$ cat src/hdl/bmhq_pkg.sv
`default_nettype none
// ----------------------------------------------------------------------------
// bmhq_pkg
// Shared types for the binary min-heap queue: command and status codes and
// the sequencer states.
// ----------------------------------------------------------------------------
package bmhq_pkg;

   localparam int CMD_W    = 2;
   localparam int STATUS_W = 2;

   typedef enum logic [CMD_W-1:0] {
      CMD_PUSH  = 2'd0,
      CMD_POP   = 2'd1,
      CMD_PEEK  = 2'd2,
      CMD_CLEAR = 2'd3
   } cmd_type;

   typedef enum logic [STATUS_W-1:0] {
      STAT_OK    = 2'd0,
      STAT_EMPTY = 2'd1,
      STAT_FULL  = 2'd2
   } status_type;

   typedef enum logic [3:0] {
      S_IDLE,
      S_UP_TEST,
      S_UP_CMP,
      S_POP_ROOT,
      S_POP_LAST,
      S_DN_TEST,
      S_DN_LEFT,
      S_DN_CHOOSE,
      S_DN_CMP,
      S_FINISH
   } state_type;

endpackage
`default_nettype wire

$ cat src/hdl/bmhq_seq.sv
`default_nettype none
// ----------------------------------------------------------------------------
// bmhq_seq
// Command sequencer: walks the heap one level at a time with a single key
// comparator, moving the hole up (push) or down (pop) through the memory.
// ----------------------------------------------------------------------------
module bmhq_seq #(
   parameter int DEPTH        = 256,
   parameter int KEY_BITS     = 16,
   parameter int PAYLOAD_BITS = 16
) (
   input  wire logic                             clock,
   input  wire logic                             reset,
   input  wire logic                             start,
   input  wire bmhq_pkg::cmd_type                cmd,
   input  wire logic [KEY_BITS-1:0]              key,
   input  wire logic [PAYLOAD_BITS-1:0]          payload,
   input  wire logic                             out_free,
   output logic                                  idle,
   output logic                                  done,
   output logic      [KEY_BITS-1:0]              res_key,
   output logic      [PAYLOAD_BITS-1:0]          res_payload,
   output bmhq_pkg::status_type                  res_status,
   output logic      [$clog2(DEPTH+1)-1:0]       res_count,
   output logic                                  mem_wr_en,
   output logic      [$clog2(DEPTH)-1:0]         mem_wr_addr,
   output logic      [KEY_BITS+PAYLOAD_BITS-1:0] mem_wr_data,
   output logic                                  mem_rd_en,
   output logic      [$clog2(DEPTH)-1:0]         mem_rd_addr,
   input  wire logic [KEY_BITS+PAYLOAD_BITS-1:0] mem_rd_data
);

   localparam int AW = $clog2(DEPTH);
   localparam int CW = $clog2(DEPTH+1);
   localparam int XW = AW + 2;

   bmhq_pkg::state_type  state_ff, state_in;
   bmhq_pkg::cmd_type    op_ff, op_in;
   bmhq_pkg::status_type res_status_ff, res_status_in;

   logic [AW-1:0]           pos_ff, pos_in;
   logic [CW-1:0]           count_ff, count_in;
   logic [KEY_BITS-1:0]     ent_key_ff, ent_key_in;
   logic [PAYLOAD_BITS-1:0] ent_pay_ff, ent_pay_in;
   logic [KEY_BITS-1:0]     chd_key_ff, chd_key_in;
   logic [PAYLOAD_BITS-1:0] chd_pay_ff, chd_pay_in;
   logic [AW-1:0]           chd_idx_ff, chd_idx_in;
   logic [KEY_BITS-1:0]     res_key_ff, res_key_in;
   logic [PAYLOAD_BITS-1:0] res_pay_ff, res_pay_in;

   logic [KEY_BITS-1:0]     rd_key;
   logic [PAYLOAD_BITS-1:0] rd_pay;
   logic [KEY_BITS-1:0]     cmp_a;
   logic [KEY_BITS-1:0]     cmp_b;
   logic                    cmp_lt;
   logic [AW-1:0]           pos_m1;
   logic [AW-1:0]           parent;
   logic [XW-1:0]           left_x;
   logic [XW-1:0]           right_x;
   logic [XW-1:0]           count_x;
   logic [CW-1:0]           count_m1;
   logic                    full;
   logic                    empty;

   assign rd_key   = mem_rd_data[KEY_BITS+PAYLOAD_BITS-1:PAYLOAD_BITS];
   assign rd_pay   = mem_rd_data[PAYLOAD_BITS-1:0];
   assign pos_m1   = pos_ff - AW'(1);
   assign parent   = pos_m1 >> 1;
   assign left_x   = {1'b0, pos_ff, 1'b1};
   assign right_x  = left_x + XW'(1);
   assign count_x  = XW'(count_ff);
   assign count_m1 = count_ff - CW'(1);
   assign full     = (count_ff == CW'(DEPTH));
   assign empty    = (count_ff == CW'(0));

   // shared key comparator and its operand select
   always_comb begin
      cmp_a = '0;
      cmp_b = '0;
      case (state_ff)
         bmhq_pkg::S_UP_CMP: begin
            cmp_a = ent_key_ff;
            cmp_b = rd_key;
         end
         bmhq_pkg::S_DN_CHOOSE: begin
            // left wins a tie
            cmp_a = rd_key;
            cmp_b = chd_key_ff;
         end
         bmhq_pkg::S_DN_CMP: begin
            cmp_a = chd_key_ff;
            cmp_b = ent_key_ff;
         end
         default: begin
            cmp_a = '0;
            cmp_b = '0;
         end
      endcase
   end

   assign cmp_lt = (cmp_a < cmp_b);

   // next state
   always_comb begin
      state_in = state_ff;
      case (state_ff)
         bmhq_pkg::S_IDLE: begin
            if (start) begin
               case (cmd)
                  bmhq_pkg::CMD_PUSH:
                     state_in = full ? bmhq_pkg::S_FINISH : bmhq_pkg::S_UP_TEST;
                  bmhq_pkg::CMD_POP, bmhq_pkg::CMD_PEEK:
                     state_in = empty ? bmhq_pkg::S_FINISH : bmhq_pkg::S_POP_ROOT;
                  default:
                     state_in = bmhq_pkg::S_FINISH;
               endcase
            end
         end
         bmhq_pkg::S_UP_TEST: begin
            state_in = (pos_ff == AW'(0)) ? bmhq_pkg::S_FINISH : bmhq_pkg::S_UP_CMP;
         end
         bmhq_pkg::S_UP_CMP: begin
            state_in = cmp_lt ? bmhq_pkg::S_UP_TEST : bmhq_pkg::S_FINISH;
         end
         bmhq_pkg::S_POP_ROOT: begin
            if (op_ff == bmhq_pkg::CMD_PEEK || count_ff == CW'(1)) begin
               state_in = bmhq_pkg::S_FINISH;
            end else begin
               state_in = bmhq_pkg::S_POP_LAST;
            end
         end
         bmhq_pkg::S_POP_LAST: begin
            state_in = bmhq_pkg::S_DN_TEST;
         end
         bmhq_pkg::S_DN_TEST: begin
            state_in = (left_x >= count_x) ? bmhq_pkg::S_FINISH : bmhq_pkg::S_DN_LEFT;
         end
         bmhq_pkg::S_DN_LEFT: begin
            state_in = (right_x < count_x) ? bmhq_pkg::S_DN_CHOOSE : bmhq_pkg::S_DN_CMP;
         end
         bmhq_pkg::S_DN_CHOOSE: begin
            state_in = bmhq_pkg::S_DN_CMP;
         end
         bmhq_pkg::S_DN_CMP: begin
            state_in = cmp_lt ? bmhq_pkg::S_DN_TEST : bmhq_pkg::S_FINISH;
         end
         bmhq_pkg::S_FINISH: begin
            if (out_free) begin
               state_in = bmhq_pkg::S_IDLE;
            end
         end
         default: begin
            state_in = bmhq_pkg::S_IDLE;
         end
      endcase
   end

   // outputs and datapath
   always_comb begin
      op_in         = op_ff;
      pos_in        = pos_ff;
      count_in      = count_ff;
      ent_key_in    = ent_key_ff;
      ent_pay_in    = ent_pay_ff;
      chd_key_in    = chd_key_ff;
      chd_pay_in    = chd_pay_ff;
      chd_idx_in    = chd_idx_ff;
      res_key_in    = res_key_ff;
      res_pay_in    = res_pay_ff;
      res_status_in = res_status_ff;
      mem_wr_en     = 1'b0;
      mem_wr_addr   = pos_ff;
      mem_wr_data   = {ent_key_ff, ent_pay_ff};
      mem_rd_en     = 1'b0;
      mem_rd_addr   = '0;
      done          = 1'b0;
      idle          = 1'b0;

      case (state_ff)
         bmhq_pkg::S_IDLE: begin
            idle = 1'b1;
            if (start) begin
               op_in         = cmd;
               res_key_in    = '0;
               res_pay_in    = '0;
               res_status_in = bmhq_pkg::STAT_OK;
               case (cmd)
                  bmhq_pkg::CMD_PUSH: begin
                     if (full) begin
                        res_status_in = bmhq_pkg::STAT_FULL;
                     end else begin
                        ent_key_in = key;
                        ent_pay_in = payload;
                        pos_in     = count_ff[AW-1:0];
                        count_in   = count_ff + CW'(1);
                     end
                  end
                  bmhq_pkg::CMD_POP, bmhq_pkg::CMD_PEEK: begin
                     if (empty) begin
                        res_status_in = bmhq_pkg::STAT_EMPTY;
                     end else begin
                        mem_rd_en   = 1'b1;
                        mem_rd_addr = '0;
                     end
                  end
                  default: begin
                     count_in = '0;
                  end
               endcase
            end
         end
         bmhq_pkg::S_UP_TEST: begin
            if (pos_ff == AW'(0)) begin
               mem_wr_en = 1'b1;
            end else begin
               mem_rd_en   = 1'b1;
               mem_rd_addr = parent;
            end
         end
         bmhq_pkg::S_UP_CMP: begin
            mem_wr_en = 1'b1;
            if (cmp_lt) begin
               mem_wr_data = mem_rd_data;
               pos_in      = parent;
            end
         end
         bmhq_pkg::S_POP_ROOT: begin
            res_key_in = rd_key;
            res_pay_in = rd_pay;
            if (op_ff == bmhq_pkg::CMD_POP) begin
               count_in = count_m1;
               if (count_ff != CW'(1)) begin
                  mem_rd_en   = 1'b1;
                  mem_rd_addr = count_m1[AW-1:0];
               end
            end
         end
         bmhq_pkg::S_POP_LAST: begin
            ent_key_in = rd_key;
            ent_pay_in = rd_pay;
            pos_in     = '0;
         end
         bmhq_pkg::S_DN_TEST: begin
            if (left_x >= count_x) begin
               mem_wr_en = 1'b1;
            end else begin
               mem_rd_en   = 1'b1;
               mem_rd_addr = left_x[AW-1:0];
            end
         end
         bmhq_pkg::S_DN_LEFT: begin
            chd_key_in = rd_key;
            chd_pay_in = rd_pay;
            chd_idx_in = left_x[AW-1:0];
            if (right_x < count_x) begin
               mem_rd_en   = 1'b1;
               mem_rd_addr = right_x[AW-1:0];
            end
         end
         bmhq_pkg::S_DN_CHOOSE: begin
            if (cmp_lt) begin
               chd_key_in = rd_key;
               chd_pay_in = rd_pay;
               chd_idx_in = right_x[AW-1:0];
            end
         end
         bmhq_pkg::S_DN_CMP: begin
            mem_wr_en = 1'b1;
            if (cmp_lt) begin
               mem_wr_data = {chd_key_ff, chd_pay_ff};
               pos_in      = chd_idx_ff;
            end
         end
         bmhq_pkg::S_FINISH: begin
            done = out_free;
         end
         default: begin
            done = 1'b0;
         end
      endcase
   end

   always_ff @(posedge clock) begin
      if (reset) begin
         state_ff <= bmhq_pkg::S_IDLE;
         count_ff <= '0;
      end else begin
         state_ff <= state_in;
         count_ff <= count_in;
      end
   end

   always_ff @(posedge clock) begin
      op_ff         <= op_in;
      pos_ff        <= pos_in;
      ent_key_ff    <= ent_key_in;
      ent_pay_ff    <= ent_pay_in;
      chd_key_ff    <= chd_key_in;
      chd_pay_ff    <= chd_pay_in;
      chd_idx_ff    <= chd_idx_in;
      res_key_ff    <= res_key_in;
      res_pay_ff    <= res_pay_in;
      res_status_ff <= res_status_in;
   end

   assign res_key     = res_key_ff;
   assign res_payload = res_pay_ff;
   assign res_status  = res_status_ff;
   assign res_count   = count_ff;

endmodule
`default_nettype wire

$ cat config.mk
export PLATFORM = sky130hd
export DESIGN_NAME = bmhq_seq
export DESIGN_NICKNAME = d
export VERILOG_FILES = /design/src/hdl/bmhq_pkg.sv /design/src/hdl/bmhq_seq.sv
export SDC_FILE = /design/constraint.sdc
export NUM_CORES = 1
export LEC_CHECK = 0
export BUFFER_PORTS_ARGS = -buffer_cell sky130_fd_sc_hd__buf_2
export CORE_ASPECT_RATIO = 1.1
export CORE_UTILIZATION = 30
export CTS_CLUSTER_DIAMETER = 120
export CTS_CLUSTER_SIZE = 10
export DETAILED_ROUTE_END_ITERATION = 16
export GPL_TIMING_DRIVEN = 0
export PLACE_DENSITY = 0.59
export SETUP_SLACK_MARGIN = 0.5
export SYNTH_ARGS = -nofsm -noshare
export SYNTH_HDL_FRONTEND = slang
export SYNTH_SLANG_ARGS = --single-unit
$ cat constraint.sdc
create_clock -name clock -period 13.8 [get_ports clock]
set_input_delay 1.38 -clock clock [delete_from_list [all_inputs] [get_ports clock]]
set_output_delay 1.38 -clock clock [all_outputs]
set_load 0.01 [all_outputs]
Yosys cells after proc, flatten, opt, wreduce, memory -nomap -nowiden
Index checks and enable logic that the tools add are counted.

Input port bits: 70. Output and inout port bits: 95. Bits in registers: 129.

Reduce and logical (&&, ||, !) cells: 18. Equal/unequal tests: 26. Mux-type cells: 68. Add/subtract/negate cells: 4. $lt $le $gt $ge: 3.

Operators by type and width (number): one-hot mux 16 bit (2 select lines) (6); two-way mux 16 bit (9); one-hot mux 16 bit (3 select lines) (2); two-way mux 8 bit (10); two-way mux 32 bit (2); one-hot mux 32 bit (2 select lines) (1); one-hot mux 8 bit (4 select lines) (2); two-way mux 4 bit (10); one-hot mux 4 bit (10 select lines) (1); one-hot mux 9 bit (2 select lines) (2); two-way mux 9 bit (3); == test 4 x 3 -> 1 bit, second input constant (4); < comparator 16 bit (1); inequality test 2 bit, second input constant (8); one-hot mux 8 bit (2 select lines) (1); two-way mux 1 bit (13); adder 9 x 1 -> 10 bit, second input constant (1); < comparator 10 x 9 -> 1 bit (1); adder 9 x 1 -> 9 bit, second input constant (1); == test 9 x 1 -> 1 bit, second input constant (1); == test 9 bit, second input constant (1); greater-or-equal comparator 9 bit (1); logical NOT 9 bit (1); inequality test 9 x 1 -> 1 bit, second input constant (1); 26 further kinds (36).

Longest topological paths before layout
Depth after elaboration: 5. Gate-level depth with buffers: 15.

Worst setup path after synthesis
No wires, ideal clock.

Path kind: in2reg. From: input port mem_rd_data[23]. To: register chd_idx_ff[0], enable pin. Arrival: 5.703 ns. Stages on the path: 10. Path buffers: 1. Path slack: 7.604 ns. Path through: a222oi_1 -> inv_1 -> ha_1 -> a21oi_1 -> o21ai_0 -> nand4b_1 -> o221ai_2 -> nand2b_1 -> buf_2 -> o21ai_0.

Longest elaborated chain between the ends: 4. Elaborated cells on any way between the ends: 5. Classes of those cells: order compare (1); eq/ne (1); mux (2); reduce/logical (1).

Ends and longest elaborated chain: from (decl) (RTL line bmhq_seq.sv:30) `input wire logic [KEY_BITS+PAYLOAD_BITS-1:0] mem_rd_data`; one-hot mux 16 bit (3 select lines) (RTL line bmhq_seq.sv:80) `case (state_ff)`; < comparator 16 bit * (RTL line bmhq_seq.sv:101) `assign cmp_lt = (cmp_a < cmp_b);`; inequality test 2 bit (no line) *; AND reduction 2 bit (no line) *; to (signal assigned) (RTL line bmhq_seq.sv:300) `chd_idx_ff <= chd_idx_in;`; to (decl) (RTL line bmhq_seq.sv:47) `logic [AW-1:0] chd_idx_ff, chd_idx_in;`.

Every way passes the cells marked *; elsewhere a longest branch is shown, timed or not. A chain may end at the register's enable or synchronous reset.

Worst setup path after layout
From: register state_ff[2]. To: output port mem_wr_data[27].

Longest elaborated chain between the ends: 5. Elaborated cells on any way between the ends: 9. Classes of those cells: order compare (1); eq/ne (3); mux (5).

Ends and longest elaborated chain: from (decl) (RTL line bmhq_seq.sv:37) `bmhq_pkg::state_type state_ff, state_in;`; from (signal assigned) (RTL line bmhq_seq.sv:285) `state_ff <= bmhq_pkg::S_IDLE;`; from (signal assigned) (RTL line bmhq_seq.sv:288) `state_ff <= state_in;`; == test 4 bit, or another cell as far along (RTL line bmhq_seq.sv:80, bmhq_seq.sv:179); one-hot mux 16 bit (3 select lines) (RTL line bmhq_seq.sv:80); < comparator 16 bit (RTL line bmhq_seq.sv:101); two-way mux 32 bit, on equally long branches (RTL line bmhq_seq.sv:269, bmhq_seq.sv:222); one-hot mux 32 bit (2 select lines) * (RTL line bmhq_seq.sv:179) `case (state_ff)`; to (decl) (RTL line bmhq_seq.sv:27) `output logic [KEY_BITS+PAYLOAD_BITS-1:0] mem_wr_data,`.

Marks and branches as above.

==> reports/metrics.yaml <==
pwr:
  leakagePower_nw: 3.90
  p_per_area_nw_per_um2: 238
  max-vdd-ir-drop_v: 0.000121
route:
  routed-via-count: 6967
  wirelength_um: 25500
  wl_per_cell_um: 19.7
  first_pass_iters: 7
  dr.first_iter.drc_count: 673
  antenna_left: 0
  via_per_inst: 5.38
  drc: 0
synthesis:
  netlist_instances: 740
  synth_area_per_cell_sq_um: 10.9
  synth_area_sq_um: 8100
  synth_top_area_cell: "edfxtp_1"
  synthDistinctLibCells: 73
  ys_seq_elements: 129
  yosysWarnings: 0
  synth_edf_count: 116
  async_flop_share: 0
  synthFlopType: "edfxtp_1"
  ys_seq_area_frac: 0.462
  yosysTopAreaCellShare: 0.430
  syn_nets: 850
  synthTopCellsByArea: "edfxtp_1 43%, ha_1 6.2%, mux2_2 4.4%, a222oi_1 3.7%, o2bb2ai_2 3.7%"
floorplanning:
  pin_count: 165
  start_util: 0.308
  dieHeight_um: 174
  dieArea_sq_um: 27700
  rows: 62
  die_x_um: 159
  coreArea_sq_um: 26300
sta:
  fmax_ghz: 0.171
  tns_ns: 0
  timing.final.crit_share: 0.423
  worst_pin_slew_ns: 1.02
  min_period_ns: 5.84
  clock_skew_ns: 0.0230
  rsz0062_at_grt: "false"
  max_slew_margin: 0.321
  hold_viol_final: 0
  hold_slack_ns: 0.533
  setup_viol: 0
  slew_viol_final: 0
final_layout:
  final_nets: 1039
  diodes: 0
  layout-drive-gt1-share: 0.308
  area_delta_synth_final_pct: 24.5
hold_path:
  hold_class: "reg -> reg"
  holdPathStages: 2
  min_delay_worst_endpoint: "mem_wr_addr[7]$_DFFE_PP_"
  min_from: "chd_idx_ff[7]$_DFFE_PP_"
clock_tree:
  cts_root_buf: "clkbuf_16"
  cts.sinks: 129
  tritoncts: "yes"
  htree_levels: 4
  cts_hold_buf: 0
  cts-resized-gates: 0
  clkLatencyLatePin_ns: 0.44
  clk_pin_slew_ns: 0.06
  post-cts-setup-buffers: 0
  cts_buffers: 17
  clock_path_buffers: 2
setup_path:
  crit_fanout: 10
  crit_path_end_kind: "output pin"
  crit_arrival_ns: 4.46
  worstSetupStartpointType: "flip-flop"
  reg2reg_slack_ns: 9.19
  worstSetupPathType: "reg -> out"
  cp-startpoint: "state_ff[2]$_SDFFE_PP0P_"
  required_ns: 12.42
  r2r-start: "state_ff[2]$_SDFFE_PP0P_"
  r2r_cells: 15
  r2r_end: "chd_pay_ff[14]$_DFFE_PP_"
grt:
  grt_pass1_wl_um: 38900
  grt_overflow: 0
  antenna_found_initial: 0
  grt_usage: 0.189
  grt_max_degree: 23
  grt_pass1_vias: 6762
place:
  hpwl_um: 19000
  io_buffers: 164
  place_congestion: 0.934
status:
  status: "finished clean"
run:
  max_cap_viol_count: 0
==> worst max-delay path by stage <==
stage | endpoint | depth (start not counted) | slack (ns)
floorplan | chd_idx_ff[0]$_SDFFCE_PP1P_ | 10 | 7.60
detailed placement | mem_wr_data[27] | 15 | 8.46
global placement | chd_pay_ff[7]$_DFFE_PP_ | 14 | 5.01
CTS | mem_wr_data[27] | 15 | 7.99
global route | mem_wr_data[26] | 15 | 7.69
finish | mem_wr_data[27] | 15 | 7.96
==> flip-flops by register name, indices dropped and copies added (netlist names) <==
| register | cells |
|---|---|
| chd_idx_ff | 8 |
| op_ff | 2 |
| ent_pay_ff | 16 |
| res_payload | 16 |
| res_count | 9 |
| res_status | 2 |
| chd_key_ff | 16 |
| mem_wr_addr | 8 |
| res_key | 16 |
| state_ff | 4 |
| ent_key_ff | 16 |
| chd_pay_ff | 16 |
==> critical path, stage by stage (launching register included) <==
cell and delay [ns]:
dfxtp_1 0.31, buf_6 0.13, nor4b_1 0.25, clkbuf_1 0.36
clkbuf_1 0.57, a222oi_1 0.23, inv_1 0.10, ha_1 0.24
a21o_1 0.16, a21oi_1 0.15, o221ai_1 0.21, nor2_1 0.24
clkbuf_1 0.45, a21oi_1 0.14, a31oi_1 0.28, buf_2 0.19
==> cell type report <==
class                   instances  area [sq um]
inverters                      39           146
plain buffers                  61           295
well taps                     352           440
clock buffers                  17           425
multi-input cells             511          3950
repair buffers                170           891
flip-flops and latches        129          3740
clock inverters                15           196
fillers                      2638         16200
==> placed cells by master (no fill, tap or decap), types with 6 or more instances in the layout <==
| cell type | Yosys | final |
|---|---|---|
| dfxtp_1 | 13 | 13 |
| a31oi_1 | 17 | 17 |
| a22oi_1 | 36 | 36 |
| xor2_1 | 8 | 8 |
| nand2b_1 | 6 | 6 |
| clkbuf_16 | 0 | 17 |
| o2bb2ai_2 | 20 | 20 |
| a222oi_1 | 30 | 30 |
| ha_1 | 40 | 40 |
| a221o_1 | 7 | 7 |
| edfxtp_1 | 116 | 116 |
| nand2_1 | 35 | 35 |
| and2_1 | 33 | 33 |
| a21oi_1 | 38 | 38 |
| o22ai_1 | 8 | 8 |
| nand3_1 | 19 | 19 |
| buf_1 | 6 | 6 |
| buf_2 | 13 | 177 |
| mux2_2 | 32 | 32 |
| nor2_1 | 41 | 41 |
| o21ai_0 | 30 | 28 |
| inv_1 | 39 | 39 |
| nor3_1 | 9 | 9 |
| buf_6 | 6 | 6 |
| clkbuf_1 | 34 | 34 |
| xnor2_1 | 16 | 16 |
==> cell families (layout without fill, tap and decap cells) <==
kind of cell,after synthesis,in the layout,share of synthesized area
fa+ha+maj,41,41,0.0630
simple gates,185,185,0.126
buf+inv,100,302,0.0545
compound gates,229,229,0.224
flops,129,129,0.462
xor+xnor,24,24,0.0259
mux,32,32,0.0445
==> metal layers <==
layer,part of all wire,vias to the layer above,track usage
met5,0,-,0
met4,0.023,0,0.0705
met3,0.074,40,0.0406
met2,0.47,316,0.304
met1,0.43,3342,0.246
li1,-,3269,-
==> cells in the mapped netlist, types with 3 or more instances <==
master,instances
o21a_1,3
a222oi_1,30
edfxtp_1,116
a221o_1,7
and2_1,33
a211oi_1,3
nor4b_1,3
a21o_1,5
inv_1,39
mux2_2,32
ha_1,40
nor2b_1,3
and3_1,5
buf_1,6
a211o_1,3
buf_2,13
xor2_1,8
o21ai_0,30
nor4_1,4
nand2_1,35
a22oi_1,36
o2bb2ai_2,20
dfxtp_1,13
nor3b_1,3
o2bb2ai_1,3
a31oi_1,17
nor2_1,41
nand3_1,19
o22ai_1,8
buf_6,6
nor3_1,9
nand2b_1,6
xnor2_1,16
clkbuf_1,34
and4_1,3
o211ai_1,4
o31a_1,3
a21oi_1,38
==> report_power, final <==
group | switching, mW | internal [mW]
Sequential | 0.0557 | 0.552
Combinational | 0.822 | 0.487
Clock | 0.193 | 0.290
Total | 1.07 | 1.33
==> through the flow <==
| step | worst slack, ns | cell area (sq um) | util | instances | power (mW) |
|---|---|---|---|---|---|
| 2_1_floorplan | 7.60 | 8100 | - | 740 | 1.46 |
| 3_3_place_gp | 5.01 | 9360 | 0.356 | 1256 | 1.91 |
| 3_5_place_dp | 8.46 | 9460 | 0.360 | 1262 | 1.93 |
| 4_1_cts | 7.99 | 10100 | 0.383 | 1294 | 2.42 |
| 5_1_grt | 7.69 | 10100 | 0.383 | 1294 | 2.55 |
| 6_report | 7.96 | 10100 | 0.383 | 1294 | 2.40 |
(Power assumes the default switching activity.)
